### src/design/assert_macros.svh
// assertion macros for the deque rtl, used by ladq_dp
// clocked on clk_i and disabled while rst_ni is low in the including module
`ifndef ASSERT_MACROS_SVH
`define ASSERT_MACROS_SVH
`ifndef SYNTHESIS
`define LADQ_ASSERT(label, cond, msg) \
  label: assert property (@(posedge clk_i) disable iff (!rst_ni) (cond)) else $error(msg);
`define LADQ_ASSERT_IMP(label, ante, cons, msg) \
  label: assert property (@(posedge clk_i) disable iff (!rst_ni) (ante) |-> (cons)) \
    else $error(msg);
`else
`define LADQ_ASSERT(label, cond, msg)
`define LADQ_ASSERT_IMP(label, ante, cons, msg)
`endif
`endif

### src/design/ladq_pkg.sv
// shared types, codes and constants for the linear array deque
// used by ladq_ctrl, ladq_dp and linear_array_deque_core
package ladq_pkg;

  localparam int DEPTH_DEFAULT = 16;
  localparam int MAX_RESULTS   = 16;
  localparam int CNT_W         = $clog2(MAX_RESULTS);
  localparam int DATA_W        = 32;
  localparam int FUNC_W        = 3;
  localparam int STATUS_W      = 2;

  typedef enum logic [FUNC_W-1:0] {
    FUNC_PUSH_FRONT = 3'd0,
    FUNC_PUSH_BACK  = 3'd1,
    FUNC_POP_FRONT  = 3'd2,
    FUNC_POP_BACK   = 3'd3,
    FUNC_DUMP       = 3'd4
  } func_e;

  typedef enum logic [STATUS_W-1:0] {
    ST_OK       = 2'd0,
    ST_OVERFLOW = 2'd1,
    ST_EMPTY    = 2'd2
  } status_e;

  // controller to datapath
  typedef struct packed {
    logic    first;
    logic    wr_front;
    logic    wr_back;
    logic    rd_front;
    logic    rd_back;
    logic    dump_start;
    logic    dump_step;
    logic    load_direct;
    status_e direct_st;
    logic    load_read;
  } cmd_t;

  // datapath to controller
  typedef struct packed {
    logic empty;
    logic head_zero;
    logic tail_end;
    logic rd_pend;
    logic rd_last;
    logic more;
    logic out_free;
  } sts_t;

endpackage

### src/design/ladq_ctrl.sv
// request sequencer for the linear array deque
// depends on ladq_pkg for codes and the command and status structs
module ladq_ctrl (
  input  logic                        clk_i,
  input  logic                        rst_ni,
  input  logic                        in_valid_i,
  output logic                        in_stall_o,
  input  logic [ladq_pkg::FUNC_W-1:0] func_i,
  input  ladq_pkg::sts_t              sts_i,
  output ladq_pkg::cmd_t              cmd_o
);

  localparam logic S_IDLE = 1'b0;
  localparam logic S_READ = 1'b1;

  logic state_q, state_d;
  logic accept;

  assign in_stall_o = !((state_q == S_IDLE) && sts_i.out_free);
  assign accept     = in_valid_i && !in_stall_o;

  always_comb begin
    cmd_o   = '0;
    state_d = state_q;
    unique case (state_q)
      S_IDLE: begin
        if (accept) begin
          unique case (ladq_pkg::func_e'(func_i)) inside
            ladq_pkg::FUNC_PUSH_FRONT: begin
              cmd_o.load_direct = 1'b1;
              if (sts_i.empty) begin
                cmd_o.first = 1'b1;
              end else if (!sts_i.head_zero) begin
                cmd_o.wr_front = 1'b1;
              end else begin
                cmd_o.direct_st = ladq_pkg::ST_OVERFLOW;
              end
            end
            ladq_pkg::FUNC_PUSH_BACK: begin
              cmd_o.load_direct = 1'b1;
              if (sts_i.empty) begin
                cmd_o.first = 1'b1;
              end else if (!sts_i.tail_end) begin
                cmd_o.wr_back = 1'b1;
              end else begin
                cmd_o.direct_st = ladq_pkg::ST_OVERFLOW;
              end
            end
            ladq_pkg::FUNC_POP_FRONT, ladq_pkg::FUNC_POP_BACK: begin
              if (sts_i.empty) begin
                cmd_o.load_direct = 1'b1;
                cmd_o.direct_st   = ladq_pkg::ST_EMPTY;
              end else begin
                cmd_o.rd_front = (func_i == ladq_pkg::FUNC_POP_FRONT);
                cmd_o.rd_back  = (func_i == ladq_pkg::FUNC_POP_BACK);
                state_d        = S_READ;
              end
            end
            ladq_pkg::FUNC_DUMP: begin
              if (sts_i.empty) begin
                cmd_o.load_direct = 1'b1;
                cmd_o.direct_st   = ladq_pkg::ST_EMPTY;
              end else begin
                cmd_o.dump_start = 1'b1;
                state_d          = S_READ;
              end
            end
            default: begin
              // unused codes: no change, no result
            end
          endcase
        end
      end
      S_READ: begin
        cmd_o.load_read = sts_i.rd_pend && sts_i.out_free;
        cmd_o.dump_step = sts_i.more && (!sts_i.rd_pend || cmd_o.load_read);
        if (cmd_o.load_read && sts_i.rd_last) begin
          state_d = S_IDLE;
        end
      end
      default: begin
        state_d = S_IDLE;
      end
    endcase
  end

  always_ff @(posedge clk_i or negedge rst_ni) begin
    if (!rst_ni) begin
      state_q <= S_IDLE;
    end else begin
      state_q <= state_d;
    end
  end

endmodule

### src/design/ladq_dp.sv
// element store, end indices, read pipeline and result register of the deque
// depends on ladq_pkg and assert_macros.svh
`include "assert_macros.svh"

module ladq_dp #(
  parameter int Depth = ladq_pkg::DEPTH_DEFAULT
) (
  input  logic                                 clk_i,
  input  logic                                 rst_ni,
  input  logic signed [ladq_pkg::DATA_W-1:0]   push_value_i,
  input  ladq_pkg::cmd_t                       cmd_i,
  output ladq_pkg::sts_t                       sts_o,
  output logic                                 out_valid_o,
  input  logic                                 out_stall_i,
  output logic signed [ladq_pkg::DATA_W-1:0]   data_value_o,
  output logic        [ladq_pkg::STATUS_W-1:0] status_o,
  output logic                                 last_o
);

  localparam int IdxW = $clog2(Depth);
  localparam logic [IdxW-1:0] LastIdx = IdxW'(Depth - 1);

  logic [ladq_pkg::DATA_W-1:0] mem_q [Depth];
  logic [ladq_pkg::DATA_W-1:0] rd_data_q;

  logic [IdxW-1:0] head_q, head_d, tail_q, tail_d, ptr_q, ptr_d;
  logic [ladq_pkg::CNT_W-1:0] cnt_q, cnt_d;
  logic empty_q, empty_d;
  logic rd_pend_q, rd_pend_d, rd_last_q, rd_last_d, more_q, more_d;

  logic            wr_en, rd_en;
  logic [IdxW-1:0] wr_addr, rd_addr;
  logic            same_end;
  logic            step_last;

  logic                                 out_valid_q;
  logic        [ladq_pkg::DATA_W-1:0]   out_data_q;
  logic        [ladq_pkg::STATUS_W-1:0] out_st_q;
  logic                                 out_last_q;
  logic                                 out_free;

  assign same_end  = (head_q == tail_q);
  assign out_free  = !out_valid_q || !out_stall_i;
  assign step_last = (ptr_q == tail_q) ||
                     (cnt_q == ladq_pkg::CNT_W'(ladq_pkg::MAX_RESULTS - 1));

  always_comb begin
    head_d    = head_q;
    tail_d    = tail_q;
    empty_d   = empty_q;
    ptr_d     = ptr_q;
    cnt_d     = cnt_q;
    rd_last_d = rd_last_q;
    more_d    = more_q;
    wr_en     = 1'b0;
    wr_addr   = '0;
    rd_en     = 1'b0;
    rd_addr   = head_q;
    if (cmd_i.first) begin
      head_d  = '0;
      tail_d  = '0;
      empty_d = 1'b0;
      wr_en   = 1'b1;
      wr_addr = '0;
    end
    if (cmd_i.wr_front) begin
      head_d  = head_q - 1'b1;
      wr_en   = 1'b1;
      wr_addr = head_q - 1'b1;
    end
    if (cmd_i.wr_back) begin
      tail_d  = tail_q + 1'b1;
      wr_en   = 1'b1;
      wr_addr = tail_q + 1'b1;
    end
    if (cmd_i.rd_front || cmd_i.rd_back) begin
      rd_en     = 1'b1;
      rd_addr   = cmd_i.rd_front ? head_q : tail_q;
      rd_last_d = 1'b1;
      more_d    = 1'b0;
      if (same_end) begin
        head_d  = '0;
        tail_d  = '0;
        empty_d = 1'b1;
      end else if (cmd_i.rd_front) begin
        head_d = head_q + 1'b1;
      end else begin
        tail_d = tail_q - 1'b1;
      end
    end
    if (cmd_i.dump_start) begin
      rd_en     = 1'b1;
      rd_addr   = head_q;
      ptr_d     = head_q + 1'b1;
      cnt_d     = ladq_pkg::CNT_W'(1);
      rd_last_d = same_end || (ladq_pkg::MAX_RESULTS == 1);
      more_d    = !rd_last_d;
    end
    if (cmd_i.dump_step) begin
      rd_en     = 1'b1;
      rd_addr   = ptr_q;
      ptr_d     = ptr_q + 1'b1;
      cnt_d     = cnt_q + 1'b1;
      rd_last_d = step_last;
      more_d    = !step_last;
    end
    if (rd_en) begin
      rd_pend_d = 1'b1;
    end else if (cmd_i.load_read) begin
      rd_pend_d = 1'b0;
    end else begin
      rd_pend_d = rd_pend_q;
    end
  end

  always_ff @(posedge clk_i) begin
    if (wr_en) begin
      mem_q[wr_addr] <= push_value_i;
    end
  end

  always_ff @(posedge clk_i) begin
    if (rd_en) begin
      rd_data_q <= mem_q[rd_addr];
    end
  end

  always_ff @(posedge clk_i or negedge rst_ni) begin
    if (!rst_ni) begin
      head_q    <= '0;
      tail_q    <= '0;
      empty_q   <= 1'b1;
      ptr_q     <= '0;
      cnt_q     <= '0;
      rd_pend_q <= 1'b0;
      rd_last_q <= 1'b0;
      more_q    <= 1'b0;
    end else begin
      head_q    <= head_d;
      tail_q    <= tail_d;
      empty_q   <= empty_d;
      ptr_q     <= ptr_d;
      cnt_q     <= cnt_d;
      rd_pend_q <= rd_pend_d;
      rd_last_q <= rd_last_d;
      more_q    <= more_d;
    end
  end

  // result register
  always_ff @(posedge clk_i or negedge rst_ni) begin
    if (!rst_ni) begin
      out_valid_q <= 1'b0;
    end else if (cmd_i.load_direct || cmd_i.load_read) begin
      out_valid_q <= 1'b1;
    end else if (!out_stall_i) begin
      out_valid_q <= 1'b0;
    end
  end

  always_ff @(posedge clk_i) begin
    if (cmd_i.load_direct) begin
      out_data_q <= (cmd_i.direct_st == ladq_pkg::ST_OK) ? push_value_i : '0;
      out_st_q   <= cmd_i.direct_st;
      out_last_q <= 1'b1;
    end else if (cmd_i.load_read) begin
      out_data_q <= rd_data_q;
      out_st_q   <= ladq_pkg::ST_OK;
      out_last_q <= rd_last_q;
    end
  end

  assign out_valid_o  = out_valid_q;
  assign data_value_o = out_data_q;
  assign status_o     = out_st_q;
  assign last_o       = out_last_q;

  assign sts_o.empty     = empty_q;
  assign sts_o.head_zero = (head_q == '0);
  assign sts_o.tail_end  = (tail_q == LastIdx);
  assign sts_o.rd_pend   = rd_pend_q;
  assign sts_o.rd_last   = rd_last_q;
  assign sts_o.more      = more_q;
  assign sts_o.out_free  = out_free;

  `LADQ_ASSERT(a_empty_idx, !empty_q || (head_q == '0 && tail_q == '0), "empty with indices set")
  `LADQ_ASSERT(a_order, empty_q || (head_q <= tail_q), "head past tail")
  `LADQ_ASSERT_IMP(a_load_pend, cmd_i.load_read, rd_pend_q, "result taken with no read pending")
  `LADQ_ASSERT_IMP(a_rw_excl, rd_en, !wr_en, "store read and written together")
  `LADQ_ASSERT_IMP(a_no_clobber, out_valid_q && out_stall_i, !(cmd_i.load_direct || cmd_i.load_read), "held result overwritten")

endmodule

### src/design/linear_array_deque_core.sv
// top level of the linear array deque: sequencer plus datapath
// depends on ladq_pkg, ladq_ctrl and ladq_dp
//
// Double-ended queue of signed 32-bit elements in a non-circular store of Depth slots.
// A push, or any request that fails (overflow, empty queue), gives its single result
// in the cycle after it is taken. A pop passes through the store's one registered read
// port and then the result register, and a stalled output can hold it in between. A dump
// of n elements streams through that read port, one element per cycle while the output
// is not stalled, at most 16 elements. Requests are taken only once the previous one
// has issued all its results, and a waiting result not being taken holds the input stalled.
module linear_array_deque_core #(
  parameter int Depth = ladq_pkg::DEPTH_DEFAULT
) (
  input  logic                                 clk_i,
  input  logic                                 rst_ni,
  input  logic                                 in_valid_i,
  output logic                                 in_stall_o,
  input  logic        [ladq_pkg::FUNC_W-1:0]   func_i,
  input  logic signed [ladq_pkg::DATA_W-1:0]   push_value_i,
  output logic                                 out_valid_o,
  input  logic                                 out_stall_i,
  output logic signed [ladq_pkg::DATA_W-1:0]   data_value_o,
  output logic        [ladq_pkg::STATUS_W-1:0] status_o,
  output logic                                 last_o
);

  ladq_pkg::cmd_t cmd;
  ladq_pkg::sts_t sts;

  ladq_ctrl u_ctrl (
    .clk_i      (clk_i),
    .rst_ni     (rst_ni),
    .in_valid_i (in_valid_i),
    .in_stall_o (in_stall_o),
    .func_i     (func_i),
    .sts_i      (sts),
    .cmd_o      (cmd)
  );

  ladq_dp #(
    .Depth (Depth)
  ) u_dp (
    .clk_i        (clk_i),
    .rst_ni       (rst_ni),
    .push_value_i (push_value_i),
    .cmd_i        (cmd),
    .sts_o        (sts),
    .out_valid_o  (out_valid_o),
    .out_stall_i  (out_stall_i),
    .data_value_o (data_value_o),
    .status_o     (status_o),
    .last_o       (last_o)
  );

endmodule

### config.mk
export PLATFORM = sky130hd
export DESIGN_NAME = linear_array_deque_core
export DESIGN_NICKNAME = d
export VERILOG_FILES = /design/src/design/ladq_pkg.sv /design/src/design/ladq_ctrl.sv /design/src/design/ladq_dp.sv /design/src/design/linear_array_deque_core.sv
export VERILOG_INCLUDE_DIRS = /design/src /design/src/design
export SDC_FILE = /design/constraint.sdc
export NUM_CORES = 1
export LEC_CHECK = 0
export ABC_AREA = 1
export BUFFER_PORTS_ARGS = -buffer_cell sky130_fd_sc_hd__buf_2
export CORE_MARGIN = 1.5
export CORE_UTILIZATION = 25
export DETAILED_ROUTE_END_ITERATION = 10
export GPL_TIMING_DRIVEN = 1
export HOLD_SLACK_MARGIN = 0.15
export SYNTH_ARGS = -nofsm -noshare
export SYNTH_HDL_FRONTEND = slang
export SYNTH_SLANG_ARGS = --single-unit
export TNS_END_PERCENT = 50
### constraint.sdc
create_clock -name clk_i -period 4.8 [get_ports clk_i]
set_input_delay 0.96 -clock clk_i [delete_from_list [all_inputs] [get_ports clk_i]]
set_output_delay 0.96 -clock clk_i [all_outputs]
set_load 0.03 [all_outputs]
=== Yosys cells after proc, flatten, opt, wreduce, memory -nomap -nowiden ===
Memories as Yosys holds them, arrays and structs flattened. A register that Yosys moved wholly into a read port is not among the register bits.
Index checks and enable logic that the tools add are counted.

* Register bits: 57
* Bits in latches: 0
* RAM bits: 512
* ROM bits: 0
* Word-level logic and storage cells: 130
* Memories kept: 1

* $add $sub $neg: 6
* Multipliers: 0
* Div/mod/pow operators: 0
* Order comparisons: 0
* Eq/ne operators: 9
* Shift-type cells: 0
* Mux-type cells: 74
* Bitwise logic cells: 1
* Reduce and logical (&&, ||, !) cells: 26

{| class="wikitable"
|+ Memory list
! name !! depth !! bits a word !! rd ports !! clocked after memory_dff !! wr ports !! line !! text
|-
| u_dp.mem_q || 16 || 32 || 1 || 1 || 1 || ladq_dp.sv:23 || <nowiki>logic [ladq_pkg::DATA_W-1:0] mem_q [Depth];</nowiki>
|}

{| class="wikitable"
|+ Operators with widths
! cell !! number
|-
| 32-bit two-way mux || 3
|-
| 4-bit two-way mux || 20
|-
| 1-bit two-way mux || 38
|-
| 4-bit by 1-bit adder with 4-bit output (second input constant) || 4
|-
| 2-bit two-way mux || 6
|-
| 6-bit two-way mux || 2
|-
| 3-bit two-way mux || 3
|-
| 3-bit case mux with 3 select lines || 1
|-
| 4-bit equality test || 2
|-
| 4-bit equality test (second input constant) || 2
|-
| 4-bit by 1-bit subtractor with 4-bit output (second input constant) || 2
|-
| 3-bit by 2-bit equality test with 1-bit output (second input constant) || 2
|-
| 1-bit logical NOT || 6
|-
| 2-bit nonzero test || 3
|-
| 1-bit logical AND || 5
|-
| 1-bit logical OR || 5
|-
| 4-bit logical NOT || 1
|-
| 2-bit OR reduction || 2
|-
| 3-bit by 1-bit equality test with 1-bit output (second input constant) || 1
|-
| 3-bit equality test (second input constant) || 1
|-
| 3-bit logical NOT || 1
|-
| 3-bit nonzero test || 1
|-
| 3-bit OR reduction || 1
|-
| 2-bit logical NOT || 1
|-
| other kinds (3) || 3
|}

=== Depth between registers and ports, before layout ===
* Depth in word-level cells: 11
* Depth in mapped cells: 16

=== Cells and area by module ===
A second synthesis with hierarchy kept.

* Cell total of the unflattened synthesis: 2517
* Area total of the unflattened synthesis: 26754.4 um^2

{| class="wikitable"
|+ Modules (own cells, without submodules)
! module !! times used !! cells an instance !! area an instance (um^2) !! sequential area each (um^2)
|-
| ladq_dp || 1 || 2476 || 26526.7 || 17903.4
|-
| ladq_ctrl || 1 || 41 || 227.7 || 25.0
|}

=== Worst setup path before layout ===
No wires, ideal clock.

* Kind: in2reg
* Start point: input func_i[1] (netlist name)
* End point: memory u_dp.mem_q[10][0] (netlist name) (enable)
* Arrival time: 3.495 ns
* Required time: 4.379 ns
* Slack: 0.884 ns
* Stages on the path: 10
* Path through: nor2_1 > inv_1 > nor2_1 > inv_1 > nor3_2 > nand2_1 > nand2_1 > inv_1 > or2_1 > nor2_1

* Cells in the longest elaborated chain, start to end: 10

{| class="wikitable"
|+ RTL lines
! element !! line !! text
|-
| start, declared || linear_array_deque_core.sv:18 || <nowiki>input logic [ladq_pkg::FUNC_W-1:0] func_i,</nowiki>
|-
| 3-bit by 1-bit equality test with 1-bit output (no source line) / 3-bit logical NOT (equally long branches) || n/a ||
|-
| 2-bit OR reduction (no source line) || n/a ||
|-
| 1-bit two-way mux || n/a ||
|-
| 6-bit two-way mux * || ladq_ctrl.sv:27 || <nowiki>if (accept) begin</nowiki>
|-
| 6-bit two-way mux * || ladq_ctrl.sv:25 || <nowiki>unique case (state_q)</nowiki>
|-
| 1-bit two-way mux || ladq_dp.sv:59 || <nowiki>if (cmd_i.first) begin</nowiki>
|-
| 1-bit two-way mux || ladq_dp.sv:66 || <nowiki>if (cmd_i.wr_front) begin</nowiki>
|-
| 1-bit two-way mux || ladq_dp.sv:71 || <nowiki>if (cmd_i.wr_back) begin</nowiki>
|-
| 1-bit two-way mux || ladq_dp.sv:117 || <nowiki>if (wr_en) begin</nowiki>
|-
| 1-bit two-way mux (implied by the code) || ladq_dp.sv:118 || <nowiki>mem_q[wr_addr] <= push_value_i;</nowiki>
|-
| end, declared || ladq_dp.sv:23 ||
|}

Mark *: on every way between the ends. The rest lies on a longest branch, timed or not.

=== Worst setup path after layout ===
* Start point: register u_dp.head_q[0]
* End point: memory u_dp.mem_q[7][8] (netlist name) (enable)

* Cells in the longest elaborated chain, start to end: 10

{| class="wikitable"
|+ RTL lines
! element !! line !! text
|-
| start, declared || ladq_dp.sv:26 || <nowiki>logic [IdxW-1:0] head_q, head_d, tail_q, tail_d, ptr_q, ptr_d;</nowiki>
|-
| start signal, assigned || ladq_dp.sv:130 || <nowiki>head_q <= '0;</nowiki>
|-
| start signal, assigned || ladq_dp.sv:139 || <nowiki>head_q <= head_d;</nowiki>
|-
| 4-bit logical NOT || ladq_dp.sv:179 || <nowiki>assign sts_o.head_zero = (head_q == '0);</nowiki>
|-
| 1-bit two-way mux || ladq_ctrl.sv:33 || <nowiki>end else if (!sts_i.head_zero) begin</nowiki>
|-
| 1-bit two-way mux || ladq_ctrl.sv:31 || <nowiki>if (sts_i.empty) begin</nowiki>
|-
| 1-bit two-way mux || ladq_ctrl.sv:28 || <nowiki>unique case (ladq_pkg::func_e'(func_i)) inside</nowiki>
|-
| 6-bit two-way mux || ladq_ctrl.sv:27 ||
|-
| 6-bit two-way mux || ladq_ctrl.sv:25 ||
|-
| 1-bit two-way mux || ladq_dp.sv:66 ||
|-
| 1-bit two-way mux || ladq_dp.sv:71 ||
|-
| 1-bit two-way mux || ladq_dp.sv:117 ||
|-
| 1-bit two-way mux (implied by the code) || ladq_dp.sv:118 ||
|}

Parallel ways exist; a longest one is shown, timed or not.

==> impl_metrics.csv <==
group,metric,value,unit
worst_setup_path,crit_type,"reg2reg",
detailed_routing,drt-pass1-iter-count,5,
floorplan,core-area,0.104,mm2
global_route,grt_use_met3,0.0225,
cts,root_buffer,"clkbuf_16",
global_route,met1_usage,0.168,
logic_synthesis,synth.avg_cell_area,11.1,um2
detailed_routing,wire_per_inst,18.3,um
logic_synthesis,synth_nets,2425,
cells_and_area,drive_gt1_frac,0.101,
cts,clk_path_buf_depth,3,
timing,skew,0.0261,ns
timing,grt_setup_unrepaired,"false",
timing,fmax,280,MHz
placement,port_buffers,75,
timing,hold_ws,0.323,ns
detailed_routing,detail-route-antenna-nets,0,
timing,hold_viol_final,0,
logic_synthesis,yosysSeqAreaShare,0.680,
cells_and_area,final_cell_mix,"nand3_1, edfxtp_1, nand2_1",
logic_synthesis,syn_area,0.0264,mm2
logic_synthesis,synth_top_family_by_area,"simple AND/OR/NAND/NOR gates",
worst_setup_path,cp-end-kind,"register",
timing,slew-limit-headroom,0.327,
detailed_routing,drt-initial-drc-count,1565,
placement,place_congestion,0.839,
cts,cts.sinks,601,
logic_synthesis,yosysTopAreaCellShare,0.659,
hold_path,hold_path.class,"in2async",
global_route,antenna_found_initial,6,
worst_setup_path,max_stage_delay,0.66,ns
logic_synthesis,synthArstFlopShare,0.0366,
floorplan,rows,118,
worst_setup_path,cpMaxStageDelayCell,"nor2_4",
cells_and_area,area_growth,15.1,%
logic_synthesis,synth.area.top_cells,"edfxtp_1, nand3_1, nand2_1",
logic_synthesis,synth_fa_ha_area_frac,0.00285,
floorplan,io_pins,76,
timing,layout_min_cycle_time,3.57,ns
power_and_ir_drop,vdd_drop_max,0.417,mV
logic_synthesis,yosys.area_share.simple,0.208,
worst_setup_path,path_max_fanout,16,
worst_setup_path,cp_num_buf_inv,2,
detailed_routing,viasPerCell,4.47,
floorplan,die-width,328,um
timing,final.setup.tns,0,ns
global_route,overflow,0,
detailed_routing,vias,17100,
cts,cts_resized,0,
floorplan,die-area,0.107,mm2
cells_and_area,final_common_cell,"nand3_1",
worst_setup_path,cp_common_cell,"nand2_1",
timing,drv_slew,0,
floorplan,initial_core_util,0.253,
logic_synthesis,synth_edf_count,578,
worst_setup_path,crit_start,"u_dp.head_q[0]$_DFF_PN0_",
cells_and_area,utilization,0.291,
cts,cts_buffers,57,
logic_synthesis,muxShareOfSynthArea,0,
global_route,busiest_layer,"met2",
global_route,grt_first_pass_wirelength,107000,um
logic_synthesis,synth-seq-cells,601,
global_route,grt_pass1_vias,17000,
cts,cts_hold_buf,0,
worst_setup_path,r2r_start,"u_dp.head_q[0]$_DFF_PN0_",
power_and_ir_drop,leakage,11.9,nW
cells_and_area,layout.nets,2457,
worst_setup_path,crit_required,5.12,ns
global_route,use_met2,0.223,
logic_synthesis,ys.warnings.count,0,
logic_synthesis,synth_xor_area_frac,0.00465,
global_route,grt_max_degree,151,
worst_setup_path,path_delay_family,"simple AND/OR/NAND/NOR gates",
detailed_routing,route.detailed.drc,0,
placement,dpl.hpwl,38900,um
logic_synthesis,synth_compound_area_frac,0.0203,
floorplan,fp.dieH,328,um
timing,fin_crit_sh,0.745,
cts,post_cts_buffers,0,
worst_setup_path,cp_data_arrival_time,3.90,ns
worst_setup_path,crit_chain,"inv_1 > ha_1 > nand2_1 > nand4_1 > o21ai_0 > nand2_1 > nor2_4 > buf_4",
timing,max_slew.worst_pin.slew,1.01,ns
cts,tritoncts,"yes",
worst_setup_path,crit_path_start_kind,"register",
global_route,grtUsageTotal,0.130,
logic_synthesis,yosys_most_used_dff,"edfxtp_1",
cells_and_area,n_antenna_cell,0,
cts,clk_pin_slew,0.06,ns
logic_synthesis,syn_inst,2380,
power_and_ir_drop,post-layout-total-power,17.9,mW
detailed_routing,wl,70100,um
logic_synthesis,yosysUniqueCellTypes,43,
cts,insertion_delay,0.63,ns
outcome,status,"finished clean",
logic_synthesis,yosys.area.top_type,"edfxtp_1",
power_and_ir_drop,p_per_area,592,mW/mm2
timing,setup_violations,0,
cts,htree_levels,2,
flow_run,drv_cap,0,
-- metal layers --
| metal | up-vias | share of wire |
|---|---|---|
| li1 | 8163 | - |
| met1 | 8421 | 0.43 |
| met2 | 430 | 0.49 |
| met3 | 115 | 0.051 |
| met4 | 12 | 0.022 |
| met5 | - | 0.0011 |
-- cell usage after synthesis, types with 2 or more instances --
master / n
nand2_2: 4
a211oi_1: 4
nor2_1: 38
a31oi_1: 4
inv_2: 7
nor2_2: 3
dfrtp_1: 21
xnor2_1: 5
buf_2: 81
nand3_2: 2
nand2_1: 449
buf_1: 6
o31ai_1: 2
edfxtp_1: 578
nand3b_1: 71
ha_1: 6
a21oi_1: 12
a22o_1: 32
nor3_1: 3
buf_4: 16
nand3_1: 593
o21ai_1: 2
clkbuf_1: 27
inv_1: 361
o21ai_0: 10
buf_6: 15
xor2_1: 9
o211ai_1: 2
nand4_1: 3
-- worst register-to-register path, cell delays in order (launching register included) --
cell and delay [ns]:
dfrtp_1 0.56, inv_1 0.16, ha_1 0.25, nand2_1 0.10, nand4_1 0.26, o21ai_0 0.58
nand2_1 0.40, nor2_4 0.66, buf_4 0.31
-- cell type report --
cell class / instances / area, um2
multi-input combinational: 1266 / 6430
sequential: 601 / 17900
clock inverter: 36 / 397
inverter: 368 / 1380
fill: 10500 / 73800
timing repair buffer: 118 / 998
tap: 1380 / 1730
clock buffer: 68 / 1470
-- final timing paths --
path / cells past startpoint / to / slack [ns]
hold reg to reg: 2 / u_dp.more_q$_DFFE_PN0P_ / 0.50
hold / removal: 1 / u_ctrl.state_q$_DFF_PN0_ / 0.32
max in group asynchronous: 1 / u_dp.empty_q$_DFF_PN1_ / 4.10
setup / recovery: 8 / u_dp.mem_q[7][8]$_DFFE_PP_ / 1.23
setup reg to reg: 8 / u_dp.mem_q[7][8]$_DFFE_PP_ / 1.23
min in group clk_i: 2 / u_dp.more_q$_DFFE_PN0P_ / 0.50
-- metrics by stage --
step                cells  cell area, um2  worst slack [ns]
finish               3837           30300              1.23
global route         3837           30300              1.05
CTS                  3837           30300              1.25
detailed placement   3733           28500             0.807
global placement     3733           28500             0.844
floorplan            2380           26400             0.884
-- power breakdown --
part           internal, mW  total [mW]  switching, mW
Sequential             6.38        6.62          0.240
Combinational          2.00        6.72           4.72
Clock                  2.61        4.61           2.00
Total                  11.0        17.9           6.95
-- logic make-up (layout without fill, tap and decap cells) --
logic type	count (synthesis)	count (layout)
AND/OR/NAND/NOR	1172	1172
flip-flops	601	601
adder cells (fa/ha/maj)	6	6
XOR/XNOR	14	14
buffers and inverters	513	590
AO/OA/AOI/OAI	74	74
-- flip-flops by register name (all words and copies together), names as in the netlist --
signal and flops:
u_dp.mem_q 512, u_dp.data_value_o 32, u_dp.rd_data_q 32, u_dp.cnt_q 4
u_dp.head_q 4, u_dp.ptr_q 4, u_dp.tail_q 4, u_dp.status_o 2
u_ctrl.state_q 1, u_dp.empty_q 1, u_dp.last_o 1, u_dp.more_q 1
u_dp.out_valid_o 1, u_dp.rd_last_q 1, u_dp.rd_pend_q 1
Power figures use the tool's default switching activity.
